### src/rtl/eptm_pkg.sv
// ----------------------------------------------------------------------------
// eptm_pkg
// Shared types and constants for the echo pulse trimmed-mean block.
// ----------------------------------------------------------------------------
package eptm_pkg;

  // Field widths
  localparam int unsigned TimeW     = 16;
  localparam int unsigned DeadbandW = 8;
  localparam int unsigned ScaleW    = 17;
  localparam int unsigned CfgDataW  = 17;
  localparam int unsigned ModeW     = 2;
  localparam int unsigned NumSlots  = 4;
  localparam int unsigned SlotW     = 2;
  localparam int unsigned ProdW     = TimeW + ScaleW;

  typedef logic [TimeW-1:0]     ticks_t;
  typedef logic [DeadbandW-1:0] deadband_t;
  typedef logic [ScaleW-1:0]    scale_t;
  typedef logic [SlotW-1:0]     slot_t;

  // Event codes on the mode field; code 3 is unused and ignored
  typedef enum logic [ModeW-1:0] {
    MODE_TRIGGER = 2'd0,
    MODE_RISE    = 2'd1,
    MODE_FALL    = 2'd2
  } mode_t;

  // Configuration register indexes
  typedef enum logic {
    CFG_DEADBAND = 1'b0,
    CFG_SCALE    = 1'b1
  } cfg_index_t;

  // Register reset values (scale is 1.36 in unsigned Q16)
  localparam deadband_t DEADBAND_RST = 8'd5;
  localparam scale_t    SCALE_RST    = 17'd89129;

endpackage

### src/rtl/eptm_capture.sv
// ----------------------------------------------------------------------------
// eptm_capture
// Trigger/edge sequencer: arms on trigger, latches the rising-edge time and
// stores the wrapped pulse width on the falling edge into a four-slot store.
// ----------------------------------------------------------------------------
module eptm_capture (
  input  logic                          clk,
  input  logic                          rst,
  input  logic                          take,
  input  logic [eptm_pkg::ModeW-1:0]    mode,
  input  eptm_pkg::ticks_t              capture_time,
  output eptm_pkg::ticks_t              store [eptm_pkg::NumSlots],
  output logic                          fill_done
);

  typedef enum logic [1:0] {
    PH_IDLE  = 2'd0,
    PH_ARMED = 2'd1,
    PH_HIGH  = 2'd2
  } phase_t;

  phase_t            phase;
  eptm_pkg::ticks_t  start_time;
  eptm_pkg::slot_t   sample_index;

  logic              is_rise;
  logic              is_fall;
  eptm_pkg::ticks_t  pulse_width;

  // Event decode; edges in the wrong phase fall through as no-ops
  assign is_rise     = take && (mode == eptm_pkg::MODE_RISE) && (phase == PH_ARMED);
  assign is_fall     = take && (mode == eptm_pkg::MODE_FALL) && (phase == PH_HIGH);
  assign pulse_width = capture_time - start_time;  // modular, handles timer wrap

  // Fourth width of a set completes the store
  assign fill_done = is_fall && (sample_index == eptm_pkg::slot_t'(eptm_pkg::NumSlots - 1));

  // Sequencer state
  always_ff @(posedge clk) begin
    if (rst) begin
      phase        <= PH_IDLE;
      start_time   <= '0;
      sample_index <= '0;
    end else if (take) begin
      if (mode == eptm_pkg::MODE_TRIGGER) begin
        phase <= PH_ARMED;
      end else if (is_rise) begin
        start_time <= capture_time;
        phase      <= PH_HIGH;
      end else if (is_fall) begin
        phase        <= PH_IDLE;
        sample_index <= sample_index + 1'b1;
      end
    end
  end

  // Width store, no reset: every slot is written before the first read
  always_ff @(posedge clk) begin
    if (is_fall) begin
      store[sample_index] <= pulse_width;
    end
  end

endmodule

### src/rtl/echo_pulse_trimmed_mean.sv
// ----------------------------------------------------------------------------
// echo_pulse_trimmed_mean
// Ultrasonic echo pulse-width averaging with scaled distance and report flag.
// ----------------------------------------------------------------------------
// Input events (trigger, rising edge, falling edge) are taken one per clock.
// Every fourth captured pulse width yields one result: the mean of the middle
// two widths, the distance (average * scale_q16 >> 16, saturated to 65535) and
// a report flag raised when the average moved more than the deadband away from
// the last reported value. After the falling edge that completes the set, a
// result passes the set-ready flag, then the trimmed-mean register, then the
// result register that also takes the distance product. Events that produce
// no result are absorbed in the cycle they are taken. The input stalls only
// while a finished set is held in the first stage because both later stages
// are full and the output is stalled.
// ----------------------------------------------------------------------------
module echo_pulse_trimmed_mean (
  input  logic                              clk,
  input  logic                              rst,
  // configuration write port
  input  logic                              cfg_wr,
  input  logic                              cfg_index,
  input  logic [eptm_pkg::CfgDataW-1:0]     cfg_data,
  // event channel
  input  logic                              in_valid,
  output logic                              in_stall,
  input  logic [eptm_pkg::ModeW-1:0]        mode,
  input  logic [eptm_pkg::TimeW-1:0]        capture_time,
  // result channel
  output logic                              out_valid,
  input  logic                              out_stall,
  output logic [eptm_pkg::TimeW-1:0]        average_ticks,
  output logic [eptm_pkg::TimeW-1:0]        distance,
  output logic                              report
);

  // Configuration registers
  eptm_pkg::deadband_t deadband;
  eptm_pkg::scale_t    scale_q16;

  always_ff @(posedge clk) begin
    if (rst) begin
      deadband  <= eptm_pkg::DEADBAND_RST;
      scale_q16 <= eptm_pkg::SCALE_RST;
    end else if (cfg_wr) begin
      case (cfg_index)
        eptm_pkg::CFG_DEADBAND: deadband  <= cfg_data[eptm_pkg::DeadbandW-1:0];
        eptm_pkg::CFG_SCALE:    scale_q16 <= cfg_data[eptm_pkg::ScaleW-1:0];
        default:                deadband  <= deadband;
      endcase
    end
  end

  // Pipeline control
  logic take;
  logic fire;
  logic fill_done;
  logic s2_valid;
  logic s2_load;
  logic out_load;

  assign out_load = s2_valid && (!out_valid || !out_stall);
  assign s2_load  = fire && (!s2_valid || out_load);
  assign in_stall = fire && !s2_load;
  assign take     = in_valid && !in_stall;

  // Stage 1: capture sequencer and width store
  eptm_pkg::ticks_t store [eptm_pkg::NumSlots];

  eptm_capture u_capture (
    .clk          (clk),
    .rst          (rst),
    .take         (take),
    .mode         (mode),
    .capture_time (capture_time),
    .store        (store),
    .fill_done    (fill_done)
  );

  // Full set waiting for the mean stage
  always_ff @(posedge clk) begin
    if (rst) begin
      fire <= 1'b0;
    end else if (s2_load) begin
      fire <= fill_done;
    end else if (fill_done) begin
      fire <= 1'b1;
    end
  end

  // Stage 2: trimmed mean (max and min both tie to the later slot)
  eptm_pkg::ticks_t vmax, vmin, mean_val;
  eptm_pkg::slot_t  imax, imin;
  logic [eptm_pkg::TimeW:0] mid_sum;

  always_comb begin
    vmax    = store[0];
    vmin    = store[0];
    imax    = '0;
    imin    = '0;
    mid_sum = '0;
    for (int i = 1; i < eptm_pkg::NumSlots; i++) begin
      if (store[i] >= vmax) begin
        vmax = store[i];
        imax = eptm_pkg::slot_t'(i);
      end
      if (store[i] <= vmin) begin
        vmin = store[i];
        imin = eptm_pkg::slot_t'(i);
      end
    end
    for (int i = 0; i < eptm_pkg::NumSlots; i++) begin
      if ((eptm_pkg::slot_t'(i) != imax) && (eptm_pkg::slot_t'(i) != imin)) begin
        mid_sum = mid_sum + {1'b0, store[i]};
      end
    end
    mean_val = (imax == imin) ? vmin : mid_sum[eptm_pkg::TimeW:1];
  end

  eptm_pkg::ticks_t s2_avg;

  always_ff @(posedge clk) begin
    if (rst) begin
      s2_valid <= 1'b0;
    end else if (s2_load) begin
      s2_valid <= 1'b1;
    end else if (out_load) begin
      s2_valid <= 1'b0;
    end
  end

  always_ff @(posedge clk) begin
    if (s2_load) begin
      s2_avg <= mean_val;
    end
  end

  // Stage 3: distance scaling, deadband check, result register
  logic [eptm_pkg::ProdW-1:0] product;
  eptm_pkg::ticks_t           dist_val;
  eptm_pkg::ticks_t           abs_diff;
  eptm_pkg::ticks_t           last_reported;
  logic                       report_next;

  assign product  = {{eptm_pkg::ScaleW{1'b0}}, s2_avg} *
                    {{eptm_pkg::TimeW{1'b0}}, scale_q16};
  // product >> 16 needs 17 bits; saturate when the top one is set
  assign dist_val = (|product[eptm_pkg::ProdW-1:2*eptm_pkg::TimeW]) ? '1
                  : product[2*eptm_pkg::TimeW-1:eptm_pkg::TimeW];
  assign abs_diff = (s2_avg > last_reported) ? (s2_avg - last_reported)
                                             : (last_reported - s2_avg);
  assign report_next = abs_diff > {{(eptm_pkg::TimeW-eptm_pkg::DeadbandW){1'b0}}, deadband};

  always_ff @(posedge clk) begin
    if (rst) begin
      out_valid     <= 1'b0;
      last_reported <= '0;
    end else begin
      if (out_load) begin
        out_valid <= 1'b1;
        if (report_next) begin
          last_reported <= s2_avg;
        end
      end else if (!out_stall) begin
        out_valid <= 1'b0;
      end
    end
  end

  always_ff @(posedge clk) begin
    if (out_load) begin
      average_ticks <= s2_avg;
      distance      <= dist_val;
      report        <= report_next;
    end
  end

endmodule
### config.mk
export PLATFORM = sky130hd
export DESIGN_NAME = echo_pulse_trimmed_mean
export DESIGN_NICKNAME = d
export VERILOG_FILES = /design/src/rtl/eptm_pkg.sv /design/src/rtl/eptm_capture.sv /design/src/rtl/echo_pulse_trimmed_mean.sv
export SDC_FILE = /design/constraint.sdc
export NUM_CORES = 1
export LEC_CHECK = 0
export BUFFER_PORTS_ARGS = -buffer_cell sky130_fd_sc_hd__buf_2
export CORE_UTILIZATION = 40
export CTS_CLUSTER_SIZE = 24
export DETAILED_ROUTE_END_ITERATION = 10
export PLACE_DENSITY = 0.65
export SYNTH_ARGS = -nofsm -noshare
export SYNTH_HDL_FRONTEND = slang
export SYNTH_SLANG_ARGS = --single-unit
### constraint.sdc
create_clock -name clk -period 13.9 [get_ports clk]
set_input_delay 2.78 -clock clk [delete_from_list [all_inputs] [get_ports clk]]
set_output_delay 2.78 -clock clk [all_outputs]
set_load 0.05 [all_outputs]
==> qor.log, run 1 <==
[yosys] mapped cell area 0.0222 mm2
[drt] antenna-violating nets left 0
[finish] final standard cell utilization of the core 0.441
[outcome] status completed
[critical_path] category of the worst setup path launch point flip-flop
[yosys] count of different cell masters after synthesis 81
[floorplan] die outline width 237 um
[yosys] top flip-flop cell by instance count after synthesis sky130_fd_sc_hd__edfxtp_1
[yosys] share of synthesized flip-flops with an asynchronous set or reset 0
[floorplan] starting utilization of the core area 0.408
[sta] final hold violations 0
[floorplan] Core Region 0.0543 mm2
[sta] setup_tns 0 ns
[critical_path] largest fanout on the critical path 37
[pwr] worst vdd ir 0.119 mV
[yosys] share of synthesized area occupied by flip-flops and latches 0.211
[cts] hold buffer count at CTS 0
[finish] Filler Cells Inserted 5276
[sta] measured slew at the worst slew-check pin 1.09 ns
[place] Placement Cell Area 0.0233 mm2
[cts] clock input transition at the sequential cells of the worst setup and hold paths 0.08 ns
[yosys] Post-synth EDFFs 113
[sta] clock skew 0.0150 ns
[pwr] cell internal pwr 1.34 mW
[critical_path] destination of the critical timing path s2_avg[15]$_DFFE_PP_
[drt] drt drc 0
[sta] total count of max-transition violations in the final report 0
[floorplan] floorplan die height 237 um
[place] Buffers on Ports 75
[drt] post-detailed-routing wire length 57200 um
[critical_path] required arrival time at the worst endpoint 14.15 ns
[pwr] share of power burned in the clock network 0.239
[critical_path] Most common cell on crit path sky130_fd_sc_hd__a21oi_1
[grt] vias in the first global route 17700
[critical_path] arrival time at the worst endpoint 12.66 ns
[critical_path] cell type of the slowest stage on the worst timing path sky130_fd_sc_hd__a211oi_4
[critical_path] setup slack on the worst flop-to-flop path 1.49 ns
[critical_path] cell depth of the worst flop-to-flop path 51
[critical_path] terminus of the critical flop-to-flop path s2_avg[15]$_DFFE_PP_
[cts] CTS root buf sky130_fd_sc_hd__clkbuf_16
[pwr] Net Sw Power 0.820 mW
[sta] max_slew headroom 0.276
[grt] first-pass GRT wire length 92500 um
[cts] number of buffers added for setup after CTS 0
[drt] detailed-route vias per instance 5.34
[pwr] Power per Cell Area 90.0 mW/mm2
[finish] most frequent standard cell in the layout excluding fill and tap cells sky130_fd_sc_hd__inv_1
[finish] Final Instance Area 0.0239 mm2
[yosys] number of cells produced by synthesis 2482
[cts] TritonCTS Buffers 17
[hold_path] path category of the worst min-delay check reg -> reg
[critical_path] category of the worst setup path capture point flip-flop
[yosys] Ys Warns 0
[finish] commonest non-fill, non-tap cells in the layout 351 x sky130_fd_sc_hd__inv_1, 300 x sky130_fd_sc_hd__nand2_1, 292 x sky130_fd_sc_hd__ha_1
[yosys] synthesized flop and latch total 177
[floorplan] Die Outline Area 0.0564 mm2
[pwr] proportion of power drawn by flip-flops and latches 0.291
[sta] setup repair after global routing missed its margin no
[finish] post-synthesis to final-layout area growth 8.00%
[cts] clock latency at the later pin of the worst-skew pair 0.50 ns
[pwr] combinational share of power 0.471
[sta] Final min period 12.41 ns
[sta] number of endpoints failing setup at the final stage 0
[critical_path] startpoint of the worst setup timing path u_capture.store[33]$_DFFE_PP_
[drt] number of DRC violations after detailed-routing iteration 0 1087
[pwr] fraction of power spent switching nets 0.381
[grt] initial antenna violation count 1
[drt] average wire per cell in the routed design 17.5 um
[cts] sink count of the clock tree 177
[job] # Max-Cap Violations 0
[cts] CTS Buffer Depth 2
[finish] number of nets in the finished design 3059
[yosys] syn nets 3028
[place] placed wire-length estimate after detailed placement 44900 um
[finish] fraction of final layout cells sized beyond drive strength 1 0.0713
[critical_path] source of the worst register-to-register timing path u_capture.store[33]$_DFFE_PP_
[critical_path] CP peak stage delay 0.95 ns
[cts] TritonCTS clock tree yes
[grt] total gr overflow 0
[place] global placer's final weighted congestion 0.938
[yosys] syn avg cell area 8.93 um2
[pwr] Pleak 11.1 nW
[grt] total routing resource utilization after global routing 0.208
[cts] cells resized by post-CTS repair 0
[floorplan] Ports 76
[place] worst slack after detailed placement 1.60 ns
[drt] detailed-router iteration count before antenna repair 5
[sta] Worst Slack Setup Final 1.49 ns
[grt] pin count of the biggest net entering global routing 65
[sta] post-route clock period utilization 0.893
[floorplan] placement row count 85
[critical_path] kind of critical path reg -> reg
[drt] via count 17400
[cts] H-tree level count 4
[sta] achievable clock frequency 0.0806 GHz
[sta] Post-Route Hold Slack 0.464 ns
registers in the layout, summed over array words and instances (netlist names):
signal,count
u_capture.store,64
out_valid,1
s2_valid,1
distance,16
deadband,8
fire,1
u_capture.sample_index,2
u_capture.phase,2
u_capture.start_time,16
last_reported,16
scale_q16,17
s2_avg,16
report,1
average_ticks,16
power groups by stage:
stage	Combinational, mW	Sequential (mW)	Clock (mW)
6_report	1.01	0.626	0.515
5_1_grt	1.18	0.627	0.545
4_1_cts	1.04	0.626	0.529
3_5_place_dp	1.03	0.638	0
3_3_place_gp	1.00	0.638	0
2_1_floorplan	0.800	0.625	0
worst min path at each step:
stage                             start                        to  slack (ns)  cells after the start
3_5_place_dp   deadband[6]$_SDFFE_PP0P_  deadband[6]$_SDFFE_PP0P_        0.45                      2
4_1_cts        deadband[6]$_SDFFE_PP0P_  deadband[6]$_SDFFE_PP0P_        0.46                      2
5_1_grt        deadband[3]$_SDFFE_PP0P_  deadband[3]$_SDFFE_PP0P_        0.49                      2
3_3_place_gp   deadband[6]$_SDFFE_PP0P_  deadband[6]$_SDFFE_PP0P_        0.45                      2
6_report       deadband[6]$_SDFFE_PP0P_  deadband[6]$_SDFFE_PP0P_        0.46                      2
2_1_floorplan  deadband[1]$_SDFFE_PP0P_  deadband[1]$_SDFFE_PP0P_        0.44                      2
kinds of logic (layout without fill, tap and decap cells):
family / count (synthesis) / count (layout) / synth area share
AO/OA/AOI/OAI: 421 / 421 / 0.120
XOR/XNOR: 75 / 75 / 0.0296
adder cells (fa/ha/maj): 505 / 505 / 0.357
buffers and inverters: 443 / 487 / 0.0772
flip-flops: 177 / 177 / 0.211
multiplexers: 79 / 79 / 0.0364
other: 0 / 1 / 0
AND/OR/NAND/NOR: 782 / 782 / 0.168
critical path: cells and delay by family, from the launching register on:
family | cells | cell delay [ns]
muxes | 2 | 0.68
buffers and inverters | 5 | 1.03
AOI/OAI and AO/OA | 23 | 5.59
DFF | 1 | 0.50
adders and majority gates | 7 | 2.21
and+or+nand+nor | 11 | 1.67
xor gates and xnor gates | 3 | 0.43
metrics by stage:
stage,power (mW),instances
finish,2.16,3266
global route,2.35,3266
CTS,2.19,3265
detailed placement,1.67,3233
global placement,1.64,3233
floorplan,1.43,2482
cell usage after synthesis, types with 6 or more instances:
library cell               instances  area, um2
sky130_fd_sc_hd__a211o_1           6       52.6
sky130_fd_sc_hd__a211oi_1         22        165
sky130_fd_sc_hd__a21boi_0          6       45.0
sky130_fd_sc_hd__a21o_1           40        300
sky130_fd_sc_hd__a21oi_1         165        826
sky130_fd_sc_hd__a31oi_1          10       62.6
sky130_fd_sc_hd__and2_1          137        857
sky130_fd_sc_hd__and3_1           10       62.6
sky130_fd_sc_hd__buf_2            13       65.1
sky130_fd_sc_hd__clkbuf_1         71        267
sky130_fd_sc_hd__dfxtp_1          64       1280
sky130_fd_sc_hd__edfxtp_1        113       3390
sky130_fd_sc_hd__fa_1            213       4260
sky130_fd_sc_hd__ha_1            292       3650
sky130_fd_sc_hd__inv_1           351       1320
sky130_fd_sc_hd__mux2_2           10        113
sky130_fd_sc_hd__mux2i_1          68        681
sky130_fd_sc_hd__nand2_1         300       1130
sky130_fd_sc_hd__nand2b_1         13       81.3
sky130_fd_sc_hd__nand3_1          27        135
sky130_fd_sc_hd__nand3b_1          9       67.6
sky130_fd_sc_hd__nand4_1          22        138
sky130_fd_sc_hd__nor2_1          165        619
sky130_fd_sc_hd__nor2b_1          27        169
sky130_fd_sc_hd__nor3_1           30        150
sky130_fd_sc_hd__o211ai_1         16        120
sky130_fd_sc_hd__o21a_1           25        188
sky130_fd_sc_hd__o21ai_0          68        340
sky130_fd_sc_hd__or2_2            11       68.8
sky130_fd_sc_hd__or3_1             7       43.8
sky130_fd_sc_hd__xnor2_1          46        403
sky130_fd_sc_hd__xor2_1           29        254
cell type report:
cell class | count | area [um2] | area share
Clock buffer | 17 | 425 | 0.0178
Clock inverter | 15 | 194 | 0.00810
Timing Repair Buffer | 104 | 593 | 0.0248
Antenna cell | 1 | 2.50 | 0.000104
Inverter | 351 | 1320 | 0.0550
Multi-Input combinational cell | 1862 | 15800 | 0.660
Tap cell | 739 | 925 | 0.0386
Sequential cell | 177 | 4670 | 0.195
per-layer routing:
| metal | up-vias | part of all wire | track usage |
|---|---|---|---|
| met5 | - | 0 | 0 |
| met4 | 0 | 0.027 | 0.0680 |
| met3 | 101 | 0.047 | 0.0323 |
| met2 | 451 | 0.48 | 0.358 |
| met1 | 8544 | 0.44 | 0.268 |
| li1 | 8332 | - | - |
Note: power is estimated with default switching activity, not from simulation.
==> run 2, diff against run 1 <==
Settings changed: CORE_UTILIZATION 40 to 53, HOLD_SLACK_MARGIN set to 0.08, PLACE_DENSITY 0.65 to 0.8, SETUP_SLACK_MARGIN set to 0.05.
==> run 2 against run 1 <==
- the run now ends with design-rule violations left
- core utilization increased by 14 points
- sequential share of layout area increased by 0.22 points
- largest cell class unchanged
- first-iteration DRC count increased by 20%
- cell count decreased by 6.4%
- combinational power about the same
- register-to-register slack got worse by 0.28 ns
- sequential power about the same
- global-route usage increased by 6.3 points
- clock-buffer cell count increased by 4
- worst setup slack got worse by 0.28 ns
- hold slack got worse by 0.0039 ns
==> qor.log, run 2 (synthesis results as in run 1) <==
[critical_path] kind of critical path reg -> reg
[floorplan] Core Region 0.0410 mm2
[hold_path] path category of the worst min-delay check reg -> reg
[cts] TritonCTS Buffers 17
[critical_path] required arrival time at the worst endpoint 14.10 ns
[pwr] Pleak 11.1 nW
[critical_path] largest fanout on the critical path 19
[grt] first-pass GRT wire length 91000 um
[job] # Max-Cap Violations 0
[grt] initial antenna violation count 0
[cts] TritonCTS clock tree yes
[grt] pin count of the biggest net entering global routing 65
[drt] average wire per cell in the routed design 18.4 um
[drt] detailed-router iteration count before antenna repair 8
[floorplan] Ports 76
[finish] largest registers ranked by flip-flop count u_capture.store x64, scale_q16 x17
[critical_path] category of the worst setup path launch point flip-flop
[grt] total routing resource utilization after global routing 0.272
[pwr] Net Sw Power 0.799 mW
[critical_path] Most common cell on crit path sky130_fd_sc_hd__a21oi_1
[grt] total gr overflow 0
[finish] commonest non-fill, non-tap cells in the layout 351 x sky130_fd_sc_hd__inv_1, 300 x sky130_fd_sc_hd__nand2_1, 292 x sky130_fd_sc_hd__ha_1
[finish] fraction of final layout cells sized beyond drive strength 1 0.0701
[critical_path] cell depth of the worst flop-to-flop path 50
[floorplan] floorplan die height 207 um
[critical_path] source of the worst register-to-register timing path u_capture.store[47]$_DFFE_PP_
[drt] post-detailed-routing wire length 56200 um
[cts] hold buffer count at CTS 0
[pwr] fraction of power spent switching nets 0.371
[sta] achievable clock frequency 0.0788 GHz
[outcome] violations in the final reports design-rule violations
[pwr] Power per Cell Area 90.9 mW/mm2
[critical_path] category of the worst setup path capture point flip-flop
[cts] clock latency at the later pin of the worst-skew pair 0.47 ns
[sta] setup repair after global routing missed its margin no
[grt] vias in the first global route 18000
[finish] most frequent standard cell in the layout excluding fill and tap cells sky130_fd_sc_hd__inv_1
[cts] sink count of the clock tree 177
[place] global placer's final weighted congestion 0.966
[pwr] cell internal pwr 1.35 mW
[critical_path] cell type group with the largest total delay on the critical path compound AO/OA/AOI/OAI gates
[sta] max_slew headroom 0.204
[drt] number of DRC violations after detailed-routing iteration 0 1301
[finish] Largest register FFs 64
[critical_path] terminus of the critical flop-to-flop path s2_avg[15]$_DFFE_PP_
[critical_path] CP peak stage delay 1.00 ns
[pwr] proportion of power drawn by flip-flops and latches 0.292
[cts] CTS Buffer Depth 2
[sta] total count of max-transition violations in the final report 0
[place] Buffers on Ports 75
[cts] cells resized by post-CTS repair 0
[drt] drt drc 7
[drt] detailed-route vias per instance 5.81
[sta] number of endpoints failing setup at the final stage 0
[finish] n_diodes 0
[pwr] combinational share of power 0.471
[place] placed wire-length estimate after detailed placement 43800 um
[finish] register ranked first by flip-flop count u_capture.store
[critical_path] destination of the critical timing path s2_avg[15]$_DFFE_PP_
[sta] measured slew at the worst slew-check pin 1.19 ns
[floorplan] starting utilization of the core area 0.541
[drt] antenna-violating nets left 0
[floorplan] placement row count 74
[cts] number of buffers added for setup after CTS 0
[critical_path] arrival time at the worst endpoint 12.89 ns
[finish] Filler Cells Inserted 3504
[sta] setup_tns 0 ns
[floorplan] die outline width 207 um
[finish] post-synthesis to final-layout area growth 6.80%
[critical_path] setup slack on the worst flop-to-flop path 1.21 ns
[critical_path] startpoint of the worst setup timing path u_capture.store[47]$_DFFE_PP_
[critical_path] buffers plus inverters on the worst setup path 2
[cts] clock input transition at the sequential cells of the worst setup and hold paths 0.08 ns
[critical_path] number of logic stages on the critical path including buffering 50
[sta] post-route clock period utilization 0.913
[cts] H-tree level count 4
[cts] CTS root buf sky130_fd_sc_hd__clkbuf_16
[floorplan] Die Outline Area 0.0427 mm2
[pwr] worst vdd ir 0.119 mV
[sta] clock skew 0.0292 ns
[outcome] status finished with violations
[sta] Final min period 12.69 ns
[pwr] share of power burned in the clock network 0.237
[drt] via count 17800
[finish] final standard cell utilization of the core 0.577
[sta] final hold violations 0
[finish] number of nets in the finished design 3058
[critical_path] cell type of the slowest stage on the worst timing path sky130_fd_sc_hd__a211oi_4
run 2: cell count changes in the layout (fill, tap and decap cells not counted), moves of 2 or more:
cell                        before  now
sky130_fd_sc_hd__clkbuf_16      17   19
sky130_fd_sc_hd__inv_4           0    2
sky130_fd_sc_hd__inv_8           3    0
sky130_fd_sc_hd__clkbuf_1        0    2
run 2: worst min-delay path by stage:
stage,startpoint,to,slack (ns),cells past startpoint
3_5_place_dp,deadband[1]$_SDFFE_PP0P_,deadband[1]$_SDFFE_PP0P_,0.45,2
2_1_floorplan,deadband[1]$_SDFFE_PP0P_,deadband[1]$_SDFFE_PP0P_,0.44,2
6_report,deadband[1]$_SDFFE_PP0P_,deadband[1]$_SDFFE_PP0P_,0.46,2
4_1_cts,deadband[1]$_SDFFE_PP0P_,deadband[1]$_SDFFE_PP0P_,0.46,2
5_1_grt,deadband[1]$_SDFFE_PP0P_,deadband[1]$_SDFFE_PP0P_,0.49,2
3_3_place_gp,deadband[4]$_SDFFE_PP0P_,deadband[4]$_SDFFE_PP0P_,0.45,2
run 2: layout make-up:
cell class / instances / area (um2) / area share
Clock inverter: 11 / 140 / 0.00592
Sequential cell: 177 / 4670 / 0.197
Inverter: 351 / 1320 / 0.0556
Timing Repair Buffer: 103 / 586 / 0.0247
Clock buffer: 21 / 483 / 0.0204
Multi-Input combinational cell: 1862 / 15800 / 0.668
Tap cell: 532 / 666 / 0.0281
run 2: stage by stage:
step	instances	setup WS (ns)	hold WS [ns]	total power [mW]	cell area, um2
after detailed placement	3025	1.51	0.453	1.65	23100
after global routing	3057	0.366	0.493	2.33	23700
final	3057	1.21	0.460	2.15	23700
after CTS	3057	1.49	0.462	2.16	23700
after global placement	3025	1.69	0.449	1.60	23100
after floorplan	2482	2.63	0.436	1.43	22200
run 2: layer usage:
metal	track usage	vias to the layer above	routed length, um	share of wire
li1	-	8340	-	-
met1	0.348	8619	23400	0.42
met2	0.463	652	27200	0.48
met3	0.0338	143	3500	0.062
met4	0.113	0	2050	0.036
met5	0	-	0	0
run 2: power groups by stage:
stage | registers [mW] | clock network (mW) | logic [mW]
final | 0.628 | 0.510 | 1.01
after global routing | 0.628 | 0.534 | 1.17
after CTS | 0.627 | 0.517 | 1.02
after detailed placement | 0.639 | 0 | 1.01
after global placement | 0.638 | 0 | 0.965
after floorplan | 0.625 | 0 | 0.800
run 2: worst reg2reg max path: cells and delay by family, from the launching register on:
kind                       cells  cell delay, ns
AOI/OAI and AO/OA             25            7.00
adders and majority gates      6            1.87
and+or+nand+nor               11            1.53
muxes                          2            0.66
xor gates and xnor gates       4            0.57
DFF                            1            0.46
buffers and inverters          2            0.33
